### config.mk
export PLATFORM = sky130hd
export DESIGN_NAME = sdldc_isqrt
export DESIGN_NICKNAME = d
export VERILOG_FILES = /design/src/hw/rtl/sdldc_isqrt.sv
export SDC_FILE = /design/constraint.sdc
export NUM_CORES = 2
export LEC_CHECK = 0
export BUFFER_PORTS_ARGS = -buffer_cell sky130_fd_sc_hd__buf_2
export CORE_ASPECT_RATIO = 0.8
export CORE_MARGIN = 2
export CORE_UTILIZATION = 30
export DETAILED_ROUTE_END_ITERATION = 8
export GPL_TIMING_DRIVEN = 0
export PLACE_DENSITY = 0.46
export SLEW_MARGIN = 20
export SYNTH_ARGS = -nofsm -noshare
export SYNTH_HDL_FRONTEND = slang
export SYNTH_MEMORY_MAX_BITS = 65536
export SYNTH_SLANG_ARGS = --single-unit
### constraint.sdc
create_clock -name clk_i -period 4.1 [get_ports clk_i]
set_clock_uncertainty 0.2 [all_clocks]
set_input_delay 0.41 -clock clk_i [delete_from_list [all_inputs] [get_ports clk_i]]
set_output_delay 0.41 -clock clk_i [all_outputs]
set_load 0.02 [all_outputs]
### src/hw/rtl/sdldc_isqrt.sv
`timescale 1ns / 1ps
// ----------------------------------------------------------------------------
// Pipelined integer square root
// Floor square root, one result bit per stage, sideband carried alongside.
// ----------------------------------------------------------------------------
module sdldc_isqrt #(
  parameter int unsigned IN_W   = 64,
  parameter int unsigned SIDE_W = 1
) (
  input  logic                clk_i,
  input  logic                rst_ni,
  input  logic                en_i,
  input  logic                valid_i,
  input  logic [IN_W-1:0]     rad_i,
  input  logic [SIDE_W-1:0]   side_i,
  output logic                valid_o,
  output logic [IN_W/2-1:0]   root_o,
  output logic [SIDE_W-1:0]   side_o
);

  localparam int unsigned STEPS = IN_W / 2;

  logic [IN_W-1:0]   n_q    [STEPS];
  logic [IN_W-1:0]   r_q    [STEPS];
  logic [SIDE_W-1:0] side_q [STEPS];
  logic [STEPS-1:0]  v_q;

  // Valid shift line
  always_ff @(posedge clk_i or negedge rst_ni) begin
    if (!rst_ni) begin
      v_q <= '0;
    end else if (en_i) begin
      v_q <= {v_q[STEPS-2:0], valid_i};
    end
  end

  for (genvar k = 0; k < STEPS; k++) begin : g_stage
    localparam logic [IN_W:0] BIT = (IN_W + 1)'(1) << (IN_W - 2 - 2 * k);

    logic [IN_W-1:0]   n_in, r_in, n_d, r_d;
    logic [SIDE_W-1:0] s_in;
    logic [IN_W:0]     trial;

    if (k == 0) begin : g_first
      assign n_in = rad_i;
      assign r_in = '0;
      assign s_in = side_i;
    end else begin : g_next
      assign n_in = n_q[k-1];
      assign r_in = r_q[k-1];
      assign s_in = side_q[k-1];
    end

    // One restoring digit
    always_comb begin
      trial = {1'b0, r_in} + BIT;
      if ({1'b0, n_in} >= trial) begin
        n_d = n_in - trial[IN_W-1:0];
        r_d = (r_in >> 1) + BIT[IN_W-1:0];
      end else begin
        n_d = n_in;
        r_d = r_in >> 1;
      end
    end

    always_ff @(posedge clk_i) begin
      if (en_i) begin
        n_q[k]    <= n_d;
        r_q[k]    <= r_d;
        side_q[k] <= s_in;
      end
    end
  end

  assign valid_o = v_q[STEPS-1];
  assign root_o  = r_q[STEPS-1][IN_W/2-1:0];
  assign side_o  = side_q[STEPS-1];

endmodule

==> reports/qor.yml <==
outcome:
  status: "complete, but fails checks"
  violations: "setup timing"
yosys:
  ys_ff_latch: 2576
  synth.distinct_cells: 98
  yosysSeqAreaShare: 0.630
  ys.flop_type: "edfxtp_1"
  synth_mux_area_frac: 0.00910
  synth_area_per_cell_sq_um: 12.6
  synth_xor_xnor_area_share: 0.0616
  synth_compound_area_frac: 0.0918
  synth_top_family_by_area: "simple AND/OR/NAND/NOR gates"
  synth_cells: 9714
  async_reset_ff_frac: 0.0124
  ys_warn_count: 0
  synth_fa_ha_area_frac: 0.0570
  yosys.area_share.simple: 0.122
  netlist_area_sq_mm: 0.122
  synth_edf_count: 2544
  syn_nets: 10300
drt:
  wl_met2_microns: 136000
  dr_wl_met3_microns: 21000
  drc: 0
  ant_nets: 0
  wirelength_microns: 333000
  maxUsedRoutingLayer: "met5"
  firstDrtPassIters: 6
  drt_iter0_markers: 7334
  wl_met1_microns: 169000
  routedWlPerCell_microns: 20.8
  avgViaCountPerCell: 4.98
  vias: 79500
worst_setup_path:
  startpoint_type: "register"
  slowest_delay_ps: 490
  crit_type: "reg2reg"
  worst_path_max_delay_cell: "a2111o_1"
  timing.rr.start: "n_q[1][775]"
  critPathLaunch: "n_q[1][775]"
  crit_top_cell: "a2111oi_4"
  required_ps: 4490
  path_cells: "ha_4 > o211ai_1 > a211oi_4 > o31ai_4 > a2111oi_4 > o21bai_2 > a2111o_1 > buf_6 > a2111oi_4 > buf_4 > nand3_4 > or3_4 > xnor2_1"
  crit_path_end_kind: "register"
  path_buf_inv: 2
  cp_max_fo: 4
  endpoint: "n_q[1][893]"
  r2r_cells: 13
  timing.rr.end: "n_q[1][893]"
  critical_path_arrival_ps: 4700
  reg2reg_slack_ps: -210
  critPathTopFamily: "compound AO/OA/AOI/OAI gates"
  critical_path_depth: 13
cts:
  root_buffer: "clkbuf_16"
  clk_latency_ps: 880
  path_clk_slew_ps: 60
  cts_num_sinks: 2576
  cts_buffer_depth: 4
  cts_tree: "built"
  cts_buffers: 286
  htreeDepth: 5
global_route:
  grt_pass1_wl_microns: 497000
  grt.total_usage: 0.155
  grt_max_degree: 147
  grt-ovfl-total: 0
  antenna_found_initial: 19
  grt_pass1_vias: 77800
timing:
  worst_slack_ps: -212
  fmaxAchievable_mhz: 232
  rsz0062_at_grt: "true"
  slew_headroom: 0.285
  hold_viol: 0
  fin_crit_ps: 4310
  fin_crit_sh: 1.05
  tightest_slew_ps: 1060
  holdWs_ps: 87.8
  slew_viol_final: 0
  setup_viol: 60
min_path:
  holdCritStartpoint: "rad_i[33]"
  min_path_type: "in2reg"
flow_run:
  cap_violations: 0
placed_design:
  port-buffer-count: 102
  gp_congestion: 0.936
  post-place-ws_ps: -1290
  dpl.hpwl_microns: 249000
die:
  num_io_pins: 103
  rows: 209
  die_w_microns: 718
  die_y_microns: 575
  core_area_sq_mm: 0.406
  die_area_sq_mm: 0.413
  initial_core_util: 0.302
pwr:
  leakagePower_nw: 53.3
  p_per_area_mw_per_mm2: 544
  power_mw: 78.8
  max-vdd-ir-drop_mv: 0.322
cells_and_area:
  layout_common_cells: "edfxtp_1, nand2_1, inv_1"
  final_util: 0.357
  final_layout_size_suffix_gt1_frac: 0.117
  num-nets-final: 11000
  area_growth_pct: 18.3
  layout_commonest_cell: "edfxtp_1"
-- worst reg2reg max path, delay by kind of cell, from the launching register on --
kind / cells / cell delay [ps]
AOI/OAI and AO/OA: 7 / 2050
and+or+nand+nor: 2 / 480
DFF: 1 / 450
adders and majority gates: 1 / 320
buffers and inverters: 2 / 370
xor gates and xnor gates: 1 / 160
-- timing repair --
action | CTS | global route
hold buffers | 131 | 0
resized for setup | 303 | 358
setup endpoints to repair | 749 | 617
pin swaps | 63 | 97
hold endpoints to repair | 177 | 0
gates cloned | 1 | 6
setup buffers | 55 | 57
-- final cells by class --
class	count	area, sq um
Multi-Input combinational cell	6232	44500
Sequential cell	2576	77200
Inverter	720	2740
Buffer	164	870
Fill cell	39300	261000
Tap cell	5380	6730
Clock buffer	362	7690
Antenna cell	6	15.0
Timing Repair Buffer	378	3660
Clock inverter	139	1350
-- state kept, by name, indices dropped and copies added (netlist names) --
name	count
n_q	1984
r_q	528
side_q	32
v_q	32
-- where the power goes --
group	leakage (nW)	total [mW]	internal (mW)	switching, mW
sequential	24.9	36.2	33.4	2.80
combinational	24.0	17.3	6.93	10.3
clock	4.42	25.3	14.7	10.6
-- layer usage --
| layer | vias to the layer above | global-route usage |
|---|---|---|
| met5 | - | 0 |
| met4 | 4 | 0.0308 |
| met3 | 411 | 0.0279 |
| met2 | 2036 | 0.220 |
| met1 | 39400 | 0.244 |
| li1 | 37700 | - |
-- stage by stage --
step / TNS [ps] / cell area (sq um) / cells
global placement: - / 130000 / 15200
floorplan: 0 / 122000 / 9714
CTS: -339 / 143000 / 15900
finish: -3770 / 145000 / 16000
global route: -10860 / 145000 / 16000
detailed placement: -486360 / 130000 / 15200
-- synth_stat cells (all sizes together), types with 19 or more instances --
cell type / instances / area share
nor2: 524 / 0.016
clkbuf: 144 / 0.0044
inv: 719 / 0.022
a21oi: 516 / 0.021
nor4: 353 / 0.018
or3: 112 / 0.0058
nand2: 755 / 0.023
and2: 28 / 0.0015
edfxtp: 2544 / 0.62
mux2i: 19 / 0.0016
a31oi: 48 / 0.0025
buf: 42 / 0.0018
o21a: 88 / 0.0054
nand3b: 31 / 0.0019
nand2b: 126 / 0.0064
xor2: 425 / 0.030
ha: 558 / 0.057
o211ai: 30 / 0.0019
and3: 43 / 0.0022
nor4b: 55 / 0.0039
nand4b: 23 / 0.0016
dfrtp: 32 / 0.0065
or2: 35 / 0.0018
or4: 76 / 0.0047
nor2b: 79 / 0.0040
nand4: 149 / 0.0076
o21bai: 46 / 0.0028
nand3: 152 / 0.0063
a21boi: 29 / 0.0018
mux2: 82 / 0.0075
a211oi: 28 / 0.0018
o31ai: 52 / 0.0032
xnor2: 436 / 0.031
nor3b: 25 / 0.0015
o21ai: 567 / 0.023
a21o: 242 / 0.015
nor3: 271 / 0.011
-- worst min-delay path by stage --
stage                         endpoint  slack, ps  cells after the start
after floorplan                 v_q[0]        -90                      0
final                       n_q[0][33]         90                      2
after global routing        n_q[0][33]         50                      2
after detailed placement  side_q[0][4]        200                      0
after CTS                   n_q[0][38]          5                      2
after global placement    side_q[0][3]        200                      0
-- cells by family after synthesis --
family	after synthesis
adders and majority gates	558
buffers and inverters	906
DFF	2576
AOI/OAI and AO/OA	1826
muxes	101
and+or+nand+nor	2886
xor gates and xnor gates	861
(Power assumes the default switching activity.)
